File: src/rtl/sls_pkg.sv
// Types and constants of the SPI link session master.
`timescale 1ns / 1ps
package sls_pkg;

   localparam logic [1:0] OP_DECIDE     = 2'd0;
   localparam logic [1:0] OP_DIGEST     = 2'd1;
   localparam logic [1:0] OP_RESET_DONE = 2'd2;

   localparam logic [2:0] CMD_NONE     = 3'd0;
   localparam logic [2:0] CMD_HELLO    = 3'd1;
   localparam logic [2:0] CMD_RF_QUERY = 3'd2;
   localparam logic [2:0] CMD_IRQ_ACK  = 3'd3;
   localparam logic [2:0] CMD_PING     = 3'd4;

   localparam logic [1:0] LINK_WAIT     = 2'd0;
   localparam logic [1:0] LINK_UP       = 2'd1;
   localparam logic [1:0] LINK_RECOVERY = 2'd2;

   localparam logic [3:0] STATUS_OK           = 4'd0;
   localparam logic [3:0] STATUS_UNKNOWN_TYPE = 4'd8;

   localparam logic [2:0] MSG_HELLO      = 3'd0;
   localparam logic [2:0] MSG_RX_DESC    = 3'd1;
   localparam logic [2:0] MSG_RX_CHUNK   = 3'd2;
   localparam logic [2:0] MSG_QUEUE_FULL = 3'd3;
   localparam logic [2:0] MSG_ERROR      = 3'd4;

   localparam logic [7:0] ASYNC_ERROR_MIN = 8'h04;

   localparam logic [2:0] REG_HELLO_RETRY_INTERVAL = 3'd0;
   localparam logic [2:0] REG_HELLO_TRY_LIMIT      = 3'd1;
   localparam logic [2:0] REG_STALL_LIMIT          = 3'd2;
   localparam logic [2:0] REG_SPURIOUS_IRQ_WINDOW  = 3'd3;
   localparam logic [2:0] REG_SILENCE_WATCHDOG     = 3'd4;
   localparam logic [2:0] REG_PING_INTERVAL        = 3'd5;

   localparam logic [31:0] HELLO_RETRY_INTERVAL_RESET = 32'd500000;
   localparam logic [7:0]  HELLO_TRY_LIMIT_RESET      = 8'd10;
   localparam logic [7:0]  STALL_LIMIT_RESET          = 8'd8;
   localparam logic [31:0] SPURIOUS_IRQ_WINDOW_RESET  = 32'd1000000;
   localparam logic [31:0] SILENCE_WATCHDOG_RESET     = 32'd3000000;
   localparam logic [31:0] PING_INTERVAL_RESET        = 32'd1000000;

   typedef enum logic [2:0] {
      ST_WAIT     = 3'b001,
      ST_UP       = 3'b010,
      ST_RECOVERY = 3'b100
   } session_type;

   typedef struct packed {
      logic [31:0] hello_retry_interval;
      logic [7:0]  hello_try_limit;
      logic [7:0]  stall_limit;
      logic [31:0] spurious_irq_window;
      logic [31:0] silence_watchdog;
      logic [31:0] ping_interval;
   } cfg_type;

   typedef struct packed {
      logic [1:0]  operation;
      logic [31:0] now_time;
      logic        irq_level;
      logic [31:0] transfer_time;
      logic [3:0]  frame_status;
      logic [2:0]  message_kind;
      logic        body_valid;
      logic [7:0]  error_number;
      logic [15:0] event_sequence;
      logic        payload_complete;
   } item_type;

   typedef struct packed {
      session_type session;
      logic [15:0] next_command_seq;
      logic [7:0]  hello_count;
      logic [31:0] last_hello_time;
      logic [31:0] last_legal_time;
      logic [31:0] last_ping_time;
      logic [31:0] last_event_time;
      logic [31:0] irq_high_since;
      logic [31:0] local_time;
      logic [7:0]  stall_counter;
      logic [15:0] last_event_seq;
      logic        event_seq_known;
      logic        rf_query_pending;
      logic        payload_delivered;
      logic        reset_pending;
   } ctx_type;

   typedef struct packed {
      logic [2:0]  command;
      logic [15:0] command_sequence;
      logic [1:0]  link_state;
      logic        reset_request;
      logic        deliver_payload;
      logic        gap_seen;
      logic        event_transaction;
      logic [7:0]  stall_count;
   } result_type;

   localparam cfg_type CFG_RESET = '{
      hello_retry_interval: HELLO_RETRY_INTERVAL_RESET,
      hello_try_limit:      HELLO_TRY_LIMIT_RESET,
      stall_limit:          STALL_LIMIT_RESET,
      spurious_irq_window:  SPURIOUS_IRQ_WINDOW_RESET,
      silence_watchdog:     SILENCE_WATCHDOG_RESET,
      ping_interval:        PING_INTERVAL_RESET
   };

   localparam ctx_type CTX_RESET = '{
      session:           ST_WAIT,
      next_command_seq:  16'd0,
      hello_count:       8'd0,
      last_hello_time:   32'd0 - HELLO_RETRY_INTERVAL_RESET,
      last_legal_time:   32'd0,
      last_ping_time:    32'd0,
      last_event_time:   32'd0,
      irq_high_since:    32'd0,
      local_time:        32'd0,
      stall_counter:     8'd0,
      last_event_seq:    16'd0,
      event_seq_known:   1'b0,
      rf_query_pending:  1'b0,
      payload_delivered: 1'b0,
      reset_pending:     1'b0
   };

endpackage

File: src/rtl/sls_step.sv
// Next-state and result logic for one item of the SPI link session master.
`timescale 1ns / 1ps
module sls_step (
   input  sls_pkg::cfg_type    cfg,
   input  sls_pkg::ctx_type    ctx,
   input  sls_pkg::item_type   item,
   output sls_pkg::ctx_type    ctx_next,
   output sls_pkg::result_type result
);

   logic [31:0] since_irq;
   logic [31:0] since_event;
   logic [31:0] since_legal;
   logic [31:0] since_hello;
   logic [31:0] since_ping;
   logic [31:0] digest_time;
   logic        stalled;
   logic        spurious;
   logic        silent;
   logic        to_recovery;
   logic        seq_gap;
   logic        body_event;

   assign since_irq   = item.now_time - ctx.irq_high_since;
   assign since_event = item.now_time - ctx.last_event_time;
   assign since_legal = item.now_time - ctx.last_legal_time;
   assign since_hello = item.now_time - ctx.last_hello_time;
   assign since_ping  = item.now_time - ctx.last_ping_time;
   assign digest_time = ctx.local_time + item.transfer_time;

   assign stalled  = item.irq_level && (ctx.stall_counter >= cfg.stall_limit);
   assign spurious = item.irq_level && (ctx.irq_high_since != 32'd0) &&
                     (since_irq > cfg.spurious_irq_window) &&
                     (since_event > cfg.spurious_irq_window);
   assign silent   = (ctx.irq_high_since == 32'd0) && (since_legal > cfg.silence_watchdog);
   assign to_recovery = (ctx.session == sls_pkg::ST_UP) && (stalled || spurious || silent);

   // Gap: not the successor of the last event sequence, once a baseline exists.
   assign seq_gap = ctx.event_seq_known && ((ctx.last_event_seq + 16'd1) != item.event_sequence);

   // Reply kinds that carry a sequenced event.
   assign body_event = item.body_valid && ((item.message_kind == sls_pkg::MSG_RX_DESC) ||
                       (item.message_kind == sls_pkg::MSG_RX_CHUNK) ||
                       (item.message_kind == sls_pkg::MSG_QUEUE_FULL));

   always_comb begin
      ctx_next = ctx;
      result   = '0;
      result.command = sls_pkg::CMD_NONE;

      unique case (item.operation)
         sls_pkg::OP_DECIDE: begin
            ctx_next.local_time = item.now_time;
            if (to_recovery) begin
               ctx_next.session       = sls_pkg::ST_RECOVERY;
               ctx_next.reset_pending = 1'b1;
            end else begin
               if (item.irq_level) begin
                  if (ctx.irq_high_since == 32'd0) begin
                     ctx_next.irq_high_since = item.now_time;
                  end
               end else begin
                  ctx_next.irq_high_since = 32'd0;
                  ctx_next.stall_counter  = 8'd0;
               end
               unique case (ctx.session)
                  sls_pkg::ST_WAIT: begin
                     if (ctx.hello_count >= cfg.hello_try_limit) begin
                        ctx_next.session       = sls_pkg::ST_RECOVERY;
                        ctx_next.reset_pending = 1'b1;
                     end else if (since_hello >= cfg.hello_retry_interval) begin
                        result.command          = sls_pkg::CMD_HELLO;
                        ctx_next.last_hello_time = item.now_time;
                        ctx_next.hello_count     = ctx.hello_count + 8'd1;
                     end
                  end
                  sls_pkg::ST_UP: begin
                     if (ctx.rf_query_pending) begin
                        result.command            = sls_pkg::CMD_RF_QUERY;
                        ctx_next.rf_query_pending = 1'b0;
                     end else if (item.irq_level) begin
                        result.command = sls_pkg::CMD_IRQ_ACK;
                     end else if (since_ping >= cfg.ping_interval) begin
                        result.command          = sls_pkg::CMD_PING;
                        ctx_next.last_ping_time = item.now_time;
                     end
                  end
                  default: begin
                  end
               endcase
            end
            if (result.command != sls_pkg::CMD_NONE) begin
               result.command_sequence   = ctx.next_command_seq;
               ctx_next.next_command_seq = ctx.next_command_seq + 16'd1;
            end
         end

         sls_pkg::OP_DIGEST: begin
            ctx_next.local_time = digest_time;
            if (item.frame_status == sls_pkg::STATUS_OK) begin
               ctx_next.last_legal_time = digest_time;
               if (item.message_kind == sls_pkg::MSG_HELLO) begin
                  if (item.body_valid) begin
                     ctx_next.hello_count = 8'd0;
                     if (ctx.session == sls_pkg::ST_WAIT) begin
                        ctx_next.event_seq_known  = 1'b0;
                        ctx_next.rf_query_pending = 1'b1;
                        ctx_next.stall_counter    = 8'd0;
                        ctx_next.last_ping_time   = digest_time;
                        ctx_next.session          = sls_pkg::ST_UP;
                     end
                  end
               end else if (body_event) begin
                  result.gap_seen          = seq_gap;
                  result.event_transaction = 1'b1;
                  ctx_next.last_event_seq  = item.event_sequence;
                  ctx_next.event_seq_known = 1'b1;
                  if (item.message_kind == sls_pkg::MSG_RX_DESC) begin
                     ctx_next.payload_delivered = 1'b0;
                  end
                  if ((item.message_kind == sls_pkg::MSG_RX_CHUNK) &&
                      !ctx.payload_delivered && item.payload_complete) begin
                     ctx_next.payload_delivered = 1'b1;
                     result.deliver_payload     = 1'b1;
                  end
               end else if ((item.message_kind == sls_pkg::MSG_ERROR) && item.body_valid &&
                            (item.error_number >= sls_pkg::ASYNC_ERROR_MIN)) begin
                  // Asynchronous errors are events but carry no checked sequence.
                  result.event_transaction = 1'b1;
               end
            end else if (item.frame_status == sls_pkg::STATUS_UNKNOWN_TYPE) begin
               ctx_next.last_legal_time = digest_time;
            end
            if (result.event_transaction) begin
               ctx_next.stall_counter   = 8'd0;
               ctx_next.last_event_time = digest_time;
            end else begin
               ctx_next.stall_counter = ctx_next.stall_counter + 8'd1;
            end
         end

         sls_pkg::OP_RESET_DONE: begin
            ctx_next.reset_pending    = 1'b0;
            ctx_next.session          = sls_pkg::ST_WAIT;
            ctx_next.hello_count      = 8'd0;
            ctx_next.last_hello_time  = item.now_time - cfg.hello_retry_interval;
            ctx_next.last_legal_time  = item.now_time;
            ctx_next.event_seq_known  = 1'b0;
            ctx_next.rf_query_pending = 1'b0;
            ctx_next.stall_counter    = 8'd0;
            ctx_next.irq_high_since   = 32'd0;
            ctx_next.local_time       = item.now_time;
         end

         default: begin
         end
      endcase

      unique case (ctx_next.session)
         sls_pkg::ST_WAIT:     result.link_state = sls_pkg::LINK_WAIT;
         sls_pkg::ST_UP:       result.link_state = sls_pkg::LINK_UP;
         sls_pkg::ST_RECOVERY: result.link_state = sls_pkg::LINK_RECOVERY;
         default:              result.link_state = sls_pkg::LINK_RECOVERY;
      endcase
      result.reset_request = ctx_next.reset_pending;
      result.stall_count   = ctx_next.stall_counter;
   end

endmodule

File: src/rtl/spi_link_session_master.sv
// Top level of the SPI link session master: channels, registers and configuration.
`timescale 1ns / 1ps
// Usage:
// Each request beat (req_*) carries one operation: decide the next command,
// digest a decoded reply, or report that the slave reset pulse is done. Every
// request beat yields exactly one response beat (rsp_*) with the command to
// send, its sequence number, the link state and the status flags.
// A beat moves when valid is high and stall is low at a rising clock edge.
// The request is captured in an input register, and the session logic then
// evaluates it against the session state and writes the response register
// together with the new state. Throughput is one beat per cycle while the
// receiver does not stall; the session state is updated in the same cycle
// that the response is formed, so the next request sees it at once. When the
// receiver stalls, the response register holds its beat and the input
// register can still take one more request; beyond that req_stall is raised
// until the response drains. The configuration registers are written through
// csr_*; the user must write them only while the block is idle, which the
// block does not enforce. Synchronous reset empties both registers, restores
// the register defaults and puts the session back in the wait-for-hello state.
module spi_link_session_master (
   input  logic        clock,
   input  logic        reset,
   input  logic        req_valid,
   output logic        req_stall,
   input  logic [1:0]  req_operation,
   input  logic [31:0] req_now_time,
   input  logic        req_irq_level,
   input  logic [31:0] req_transfer_time,
   input  logic [3:0]  req_frame_status,
   input  logic [2:0]  req_message_kind,
   input  logic        req_body_valid,
   input  logic [7:0]  req_error_number,
   input  logic [15:0] req_event_sequence,
   input  logic        req_payload_complete,
   output logic        rsp_valid,
   input  logic        rsp_stall,
   output logic [2:0]  rsp_command,
   output logic [15:0] rsp_command_sequence,
   output logic [1:0]  rsp_link_state,
   output logic        rsp_reset_request,
   output logic        rsp_deliver_payload,
   output logic        rsp_gap_seen,
   output logic        rsp_event_transaction,
   output logic [7:0]  rsp_stall_count,
   input  logic        csr_write,
   input  logic [2:0]  csr_index,
   input  logic [31:0] csr_data
);

   sls_pkg::cfg_type    cfg_ff, cfg_in;
   sls_pkg::ctx_type    ctx_ff, ctx_in, ctx_step;
   sls_pkg::item_type   item_ff, item_in, req_item;
   sls_pkg::result_type result_ff, result_in, result_step;
   logic                item_valid_ff, item_valid_in;
   logic                rsp_valid_ff, rsp_valid_in;
   logic                req_take;
   logic                advance;

   assign req_item = '{
      operation:        req_operation,
      now_time:         req_now_time,
      irq_level:        req_irq_level,
      transfer_time:    req_transfer_time,
      frame_status:     req_frame_status,
      message_kind:     req_message_kind,
      body_valid:       req_body_valid,
      error_number:     req_error_number,
      event_sequence:   req_event_sequence,
      payload_complete: req_payload_complete
   };

   // The held item moves on when the response register is empty or draining.
   assign advance   = item_valid_ff && (!rsp_valid_ff || !rsp_stall);
   assign req_stall = item_valid_ff && !advance;
   assign req_take  = req_valid && !req_stall;

   sls_step u_step (
      .cfg      (cfg_ff),
      .ctx      (ctx_ff),
      .item     (item_ff),
      .ctx_next (ctx_step),
      .result   (result_step)
   );

   always_comb begin
      item_valid_in = req_take || (item_valid_ff && !advance);
      item_in       = req_take ? req_item : item_ff;
      ctx_in        = advance ? ctx_step : ctx_ff;
      result_in     = advance ? result_step : result_ff;
      if (advance) begin
         rsp_valid_in = 1'b1;
      end else if (rsp_stall) begin
         rsp_valid_in = rsp_valid_ff;
      end else begin
         rsp_valid_in = 1'b0;
      end
   end

   // Register writes; an index beyond the list is ignored.
   always_comb begin
      cfg_in = cfg_ff;
      if (csr_write) begin
         unique case (csr_index)
            sls_pkg::REG_HELLO_RETRY_INTERVAL: cfg_in.hello_retry_interval = csr_data;
            sls_pkg::REG_HELLO_TRY_LIMIT:      cfg_in.hello_try_limit      = csr_data[7:0];
            sls_pkg::REG_STALL_LIMIT:          cfg_in.stall_limit          = csr_data[7:0];
            sls_pkg::REG_SPURIOUS_IRQ_WINDOW:  cfg_in.spurious_irq_window  = csr_data;
            sls_pkg::REG_SILENCE_WATCHDOG:     cfg_in.silence_watchdog     = csr_data;
            sls_pkg::REG_PING_INTERVAL:        cfg_in.ping_interval        = csr_data;
            default: begin
            end
         endcase
      end
   end

   always_ff @(posedge clock) begin
      if (reset) begin
         item_valid_ff <= 1'b0;
         rsp_valid_ff  <= 1'b0;
         ctx_ff        <= sls_pkg::CTX_RESET;
         cfg_ff        <= sls_pkg::CFG_RESET;
      end else begin
         item_valid_ff <= item_valid_in;
         rsp_valid_ff  <= rsp_valid_in;
         ctx_ff        <= ctx_in;
         cfg_ff        <= cfg_in;
      end
   end

   always_ff @(posedge clock) begin
      item_ff   <= item_in;
      result_ff <= result_in;
   end

   assign rsp_valid             = rsp_valid_ff;
   assign rsp_command           = result_ff.command;
   assign rsp_command_sequence  = result_ff.command_sequence;
   assign rsp_link_state        = result_ff.link_state;
   assign rsp_reset_request     = result_ff.reset_request;
   assign rsp_deliver_payload   = result_ff.deliver_payload;
   assign rsp_gap_seen          = result_ff.gap_seen;
   assign rsp_event_transaction = result_ff.event_transaction;
   assign rsp_stall_count       = result_ff.stall_count;

endmodule

File: config.mk
export PLATFORM = sky130hd
export DESIGN_NAME = spi_link_session_master
export DESIGN_NICKNAME = d
export VERILOG_FILES = /design/src/rtl/sls_pkg.sv /design/src/rtl/sls_step.sv /design/src/rtl/spi_link_session_master.sv
export SDC_FILE = /design/constraint.sdc
export NUM_CORES = 2
export LEC_CHECK = 0
export ABC_CLOCK_PERIOD_IN_PS = 6300
export BUFFER_PORTS_ARGS = -buffer_cell sky130_fd_sc_hd__buf_2
export CAP_MARGIN = 20
export CELL_PAD_IN_SITES_DETAIL_PLACEMENT = 1
export CELL_PAD_IN_SITES_GLOBAL_PLACEMENT = 1
export CORE_ASPECT_RATIO = 0.5
export CORE_MARGIN = 5
export CORE_UTILIZATION = 48
export DETAILED_ROUTE_END_ITERATION = 10
export GPL_TIMING_DRIVEN = 0
export PLACE_DENSITY = 0.86
export RECOVER_POWER = 100
export SYNTH_ARGS = -nofsm -noshare
export SYNTH_HDL_FRONTEND = slang
export SYNTH_SLANG_ARGS = --single-unit
File: constraint.sdc
create_clock -name clock -period 6.3 [get_ports clock]
set_input_delay 0.63 -clock clock [delete_from_list [all_inputs] [get_ports clock]]
set_output_delay 0.63 -clock clock [all_outputs]
set_load 0.02 [all_outputs]
; After elaboration in Yosys (flattened, before gate mapping)
; Cells that the tools add are included.
[totals]
regBits = 526
latchBits = 0
ramBits = 0
rom_bits = 0
out_inout_bits = 35
word_cells = 233
n_memories = 0
[op_classes]
addsub = 11
multipliers = 0
n_div = 0
order_cmp = 8
n_eq_ne = 38
n_shift = 0
mux = 79
bitwise = 0
n_reduce_logical = 56
[ops]
columns = cell, count
row1 = $mux 32, 14
row2 = $pmux 32 s2, 4
row3 = $sub 32x32->32, 6
row4 = $mux 40, 4
row5 = $pmux 40 s3, 1
row6 = $gt 32x32->1, 3
row7 = $mux 8, 9
row8 = $ge 32x32->1, 2
row9 = $mux 27, 2
row10 = $mux 3, 16
row11 = $add 16x1->16 const B, 2
row12 = $add 32x32->32, 1
row13 = $logic_not 32->1, 1
row14 = $reduce_bool 32->1, 1
row15 = $pmux 8 s3, 1
row16 = $eq 3x2->1 const B, 6
row17 = $ne 2x1->1 const B, 9
row18 = $reduce_and 6->1, 3
row19 = $mux 1, 17
row20 = $mux 17, 1
row21 = $add 8x1->8 const B, 2
row22 = $ge 8x8->1, 2
row23 = $mux 16, 1
row24 = $ne 16x16->1, 1
row25 = other kinds (31), 83

; Depth between registers and ports, before layout
[depth]
word_depth = 11
mapped_depth = 28

; Modules after synthesis
; Synthesis repeated with hierarchy kept, for this count alone.
[hier_totals]
cells_unflattened = 4841
area_unflattened_um2 = 41295.9
[by_module_without_submodules]
columns = module, n_inst, cells_per_inst, area_each_um2
row1 = sls_step, 1, 3098, 20777.4
row2 = spi_link_session_master, 1, 1743, 20518.4

; Worst setup path before layout
; No wires, ideal clock.
[synth_path]
kind = input to register
startpoint = input rsp_stall
endpoint = register item_ff[0] in the netlist's numbering (enable)
setup_time_ns = 0.565
arrival_time_ns = 5.213
slack_ns = 0.522
cell_stages = 2
cell_sequence = and3_1 -> nor2b_1
[synth_via]
elab_chain_cells = 7
[synth_lines]
columns = element, line_no
row1 = from (decl), spi_link_session_master.sv:36  ; input logic rsp_stall,
row2 = $logic_not 1->1, spi_link_session_master.sv:73  ; assign advance = item_valid_ff && (!rsp_valid_ff || !rsp_stall);
row3 = $logic_or 1x1->1, spi_link_session_master.sv:73
row4 = $logic_and 1x1->1, spi_link_session_master.sv:73
row5 = $logic_not 1->1, spi_link_session_master.sv:74  ; assign req_stall = item_valid_ff && !advance;
row6 = $logic_and 1x1->1, spi_link_session_master.sv:74
row7 = $logic_not 1->1, spi_link_session_master.sv:75  ; assign req_take = req_valid && !req_stall;
row8 = $logic_and 1x1->1, spi_link_session_master.sv:75
row9 = named net req_take, spi_link_session_master.sv:56  ; logic req_take;
row10 = to (signal assigned), spi_link_session_master.sv:131  ; item_ff <= item_in;
row11 = to (decl), spi_link_session_master.sv:52  ; sls_pkg::item_type item_ff, item_in, req_item;
; The timed path passes the listed nets, and every way through them passes these cells.
; A chain may end at the register's enable or synchronous reset.

; Final worst setup path
[layout_path]
startpoint = register item_ff[70] in the netlist's numbering
endpoint = register ctx_ff[143] in the netlist's numbering
[layout_via]
elab_chain_cells = 9
word_cells_on_any_way = 17
[layout_lines]
columns = element, line_no
row1 = $sub 32x32->32, sls_step.sv:24  ; assign since_irq = item.now_time - ctx.irq_high_since;
row2 = $gt 32x32->1, sls_step.sv:33  ; (since_irq > cfg.spurious_irq_window) &&
row3 = $logic_and 1x1->1, sls_step.sv:32  ; assign spurious = item.irq_level && (ctx.irq_high_since != 32'd0) &&
row4 = $logic_and 1x1->1, sls_step.sv:33
row5 = $logic_or 1x1->1 (2 in a row), sls_step.sv:36  ; assign to_recovery = (ctx.session == sls_pkg::ST_UP) && (stalled || spurious || silent);
row6 = $logic_and 1x1->1, sls_step.sv:36
row7 = $ne 2x2->1 (no line), --
row8 = $reduce_and 11->1 (no line) *, --
row9 = to (signal assigned), spi_link_session_master.sv:120  ; ctx_ff <= sls_pkg::CTX_RESET;
row10 = to (signal assigned), spi_link_session_master.sv:125  ; ctx_ff <= ctx_in;
row11 = to (decl), spi_link_session_master.sv:51  ; sls_pkg::ctx_type ctx_ff, ctx_in, ctx_step;
; Every way passes the cells marked *; elsewhere a longest branch is shown, timed or not.

==> summary.txt <==
Yosys
  – Post-Syn Area per Cell: between 8 and 9 µm²
  – Ys Warns: 0
  – Post-synthesis cell area: 35720 µm²
  – Synthesized net count: slightly below 5000
  – Synth area leaders: dfxtp_1 22%, ha_1 14%, edfxtp_1 11%, a21oi_1 6.1%, nand2_1 5.8%
  – Post-synthesis cell count: 4283
  – Yosys top cell area share: between 20 and 25%
  – Ys async rst share: 0%
  – Main synth FF type: dfxtp_1
  – Sequential area share after synthesis: 33.03%
  – Area leader, netlist: dfxtp_1
  – Synthesized flop and latch total: 524
  – EDFF count, synth: around 130
  – Cell variety after synth: 95

CTS
  – Root Driver: clkbuf_16
  – Clock Tree Buf Depth: 3
  – CTS Hold Buffers Added: 0
  – CTS tree: yes
  – Clk sinks: around 520
  – H-tree Lvls: 2
  – TritonCTS Buffers: 50
  – Skew-Pair Late Insertion Delay: 650 ps
  – Clock Pin Slew Worst Setup and Hold Paths: 80 ps

Global route
  – Initial antenna violation count: 3
  – Global-route wire length before repair: 211.3 mm
  – Largest net degree at the start of global routing: 36
  – Number of global-route vias before repair: roughly 36000
  – Tot GR Track Use: 33.90%
  – Grt total ovfl: 0

Power and ir drop
  – Maximum VDD drop: roughly 0.23 mV
  – Flop pwr share: 38.8%
  – Power per cell area: around 230 nW/µm²
  – Internal: 6314 µW
  – Switching pwr: 3150 µW
  – Net Sw Frac: 33.28%
  – Comb power frac: 25.7%
  – Leak: approximately 0.016 µW
  – Clk network pwr share: 35.4%

Setup path
  – CP Class: reg2reg
  – Crit path max fanout: 10
  – Startpoint Class: flop
  – Critical Path RT: between 6000 and 7000 ps
  – Arr. time, crit path: 6860 ps
  – Critical Path Sink Type: flop

Timing
  – Fmax: approximately 160 MHz
  – Worst hold slack: 152.4 ps
  – Final Setup Violations: 6
  – Headroom to the max-slew limit: -35.66%
  – Final worst slack: -37.75 ps
  – RSZ-0062 raised after global routing: yes
  – Post-layout minimum cycle time: 6338 ps
  – Final Hold Viols: 0
  – Fin crit share: 100.6%
  – Post-Route Skew: 33.42 ps
  – Worst slew pin tran: between 2000 and 2500 ps
  – Count of pins over their slew limit: 111
  – Fin Setup TNS: -98.43 ps

Routing
  – Drt via density: between 6 and 7
  – Antenna-violating nets left: 0
  – Routed length on met3: about 16 mm
  – Drt first pass iters: 5
  – Met1 wire length: 59.94 mm
  – Met2 wire len: 64.06 mm
  – Drt initial violations: 3118
  – Routed WL: between 100 and 150 mm
  – Wire length per cell: around 26 µm
  – DR top layer: met5
  – Vias: 35430
  – Drt drc: 0

Outcome
  – Outcome: finished, violations left
  – Failing checks: max-capacitance violations, max-slew violations, negative setup slack

Die
  – Core ar.: 73400 µm²
  – Die area: around 80000 µm²
  – FP Rows: 70
  – IO Count: between 150 and 200
  – DIE HEIGHT: 202.9 µm
  – Initial Util: 48.67%
  – Die Width: ~400 µm

Placed design
  – Pre-CTS setup slack: -2159 ps
  – PortBufs: 171
  – GP Congestion: ~0.99
  – DPL Wire Length: around 110 mm

Final layout
  – Fill cell count: around 8800
  – Share of cells above drive strength 1: 10.23%
  – Final nets: between 5000 and 6000
  – Area growth syn-to-layout: 14.89%

Job
  – Max-cap viol count: 4

Worst hold path
  – HP Class: in2reg
-- cells in the final DEF, fill, tap and decap left out, types with 19 or more instances in the layout --
| cell type | netlist | final |
|---|---|---|
| a22o_1 | 47 | 47 |
| clkbuf_16 | 0 | 51 |
| or3_1 | 21 | 20 |
| a21o_1 | 157 | 157 |
| nor2_1 | 270 | 269 |
| mux2i_1 | 71 | 70 |
| dfxtp_1 | 393 | 393 |
| clkbuf_1 | 126 | 179 |
| a211oi_1 | 62 | 57 |
| nand4_1 | 57 | 57 |
| o21a_1 | 49 | 48 |
| o21ai_0 | 147 | 130 |
| edfxtp_1 | 131 | 131 |
| buf_2 | 11 | 137 |
| buf_4 | 5 | 78 |
| xor2_1 | 59 | 60 |
| nand2_1 | 554 | 552 |
| o21bai_1 | 31 | 30 |
| xnor2_1 | 148 | 147 |
| o211ai_1 | 70 | 70 |
| nand3_1 | 84 | 82 |
| inv_1 | 379 | 377 |
| nor4_1 | 23 | 19 |
| ha_1 | 402 | 397 |
| nor2b_1 | 43 | 41 |
| nor3_1 | 73 | 72 |
| nand2b_1 | 35 | 35 |
| a31oi_1 | 50 | 45 |
| and3_1 | 35 | 34 |
| a21oi_1 | 437 | 421 |
-- routing by layer --
metal  track usage, %  vias up
met5                0        -
met4            12.62        2
met3            8.642      417
met2            54.15     1593
met1            44.43    17450
li1                 -    15970
-- power groups by stage --
stage	logic (µW)	clock network, µW	registers (µW)
after floorplan	1430	0	3710
after global placement	2000	0	3770
after detailed placement	2110	0	3760
after CTS	2260	3360	3670
after global routing	2600	3510	3680
final	2440	3350	3670
-- path summary, 6_finish.rpt --
path,from,to,slack [ps],cells past startpoint
setup / recovery,item_ff[70],ctx_ff[143],-40,25
hold / removal,req_transfer_time[6],item_ff[39],150,1
setup reg to reg,item_ff[70],ctx_ff[143],-40,25
hold reg to reg,cfg_ff[69],cfg_ff[69],460,2
-- area by class of cell --
class	instances	area, µm²	area share, %
Inverter	379	1426	3.475
Sequential cell	524	11800	28.75
Clock buffer	66	1403	3.417
Tap cell	972	1216	2.963
Timing Repair Buffer	268	1654	4.030
Clock inverter	28	336.6	0.8201
Antenna cell	4	10.01	0.02439
Buffer	152	691.9	1.686
Multi-Input combinational cell	3226	22500	54.83
-- registers in the layout, summed over array words and instances, names as in the netlist, 2 cells and up --
name and count:
cfg_ff 144, ctx_ff 247, item_ff 98, rsp_command 3
rsp_command_sequence 16, rsp_link_state 2, rsp_stall_count 8
-- synth_stat cells (50+ instances only) --
cell,n
xor2_1,59
nand3_1,84
edfxtp_1,131
mux2i_1,71
xnor2_1,148
nand2_1,554
a211oi_1,62
ha_1,402
a21o_1,157
inv_1,379
nor2_1,270
o21ai_0,147
clkbuf_1,126
nor3_1,73
dfxtp_1,393
nand4_1,57
o211ai_1,70
a31oi_1,50
a21oi_1,437
-- logic make-up (layout without fill, tap and decap cells) --
| group | after synthesis | count (layout) | synth area share, % |
|---|---|---|---|
| simple gates | 1288 | 1288 | 16.63 |
| mux | 78 | 78 | 2.210 |
| fa+ha+maj | 409 | 409 | 14.47 |
| buf+inv | 533 | 893 | 5.712 |
| flops | 524 | 524 | 33.03 |
| xor+xnor | 208 | 208 | 5.120 |
| other cells | 0 | 4 | 0 |
| compound gates | 1243 | 1243 | 22.82 |
-- stage by stage --
step	instance area, µm²	instances	utilization [%]	power [µW]
floorplan	35720	4283	-	5146
global placement	37800	5426	51.50	5764
detailed placement	37920	5431	51.66	5875
CTS	40460	5573	55.13	9283
global route	41030	5615	55.91	9792
finish	41040	5619	55.92	9464
-- worst max-delay path, cell delays in order, from the launching register on --
cell and delay (ps):
edfxtp_1 580, buf_4 220, buf_4 160, ha_1 390, inv_1 120, a21oi_1 220, o21ai_2 110, a31oi_1 380
o31ai_2 160, a21o_1 250, a31oi_2 310, nor3_1 110, or3b_2 470, nand3_1 110, ha_1 250, a21o_1 170
a21o_1 220, a221oi_1 330, o211ai_1 150, buf_4 210, a21o_1 200, and4_1 210, a31o_4 280, buf_8 160
buf_4 200, a311oi_1 260
-- repair_timing --
action / 4_1_cts / 5_1_grt
buffers inserted: 50 / 36
pin swaps: 36 / 65
setup endpoints to repair: 162 / 157
gates resized for setup: 81 / 104
Note: power is estimated with default switching activity, not from simulation.
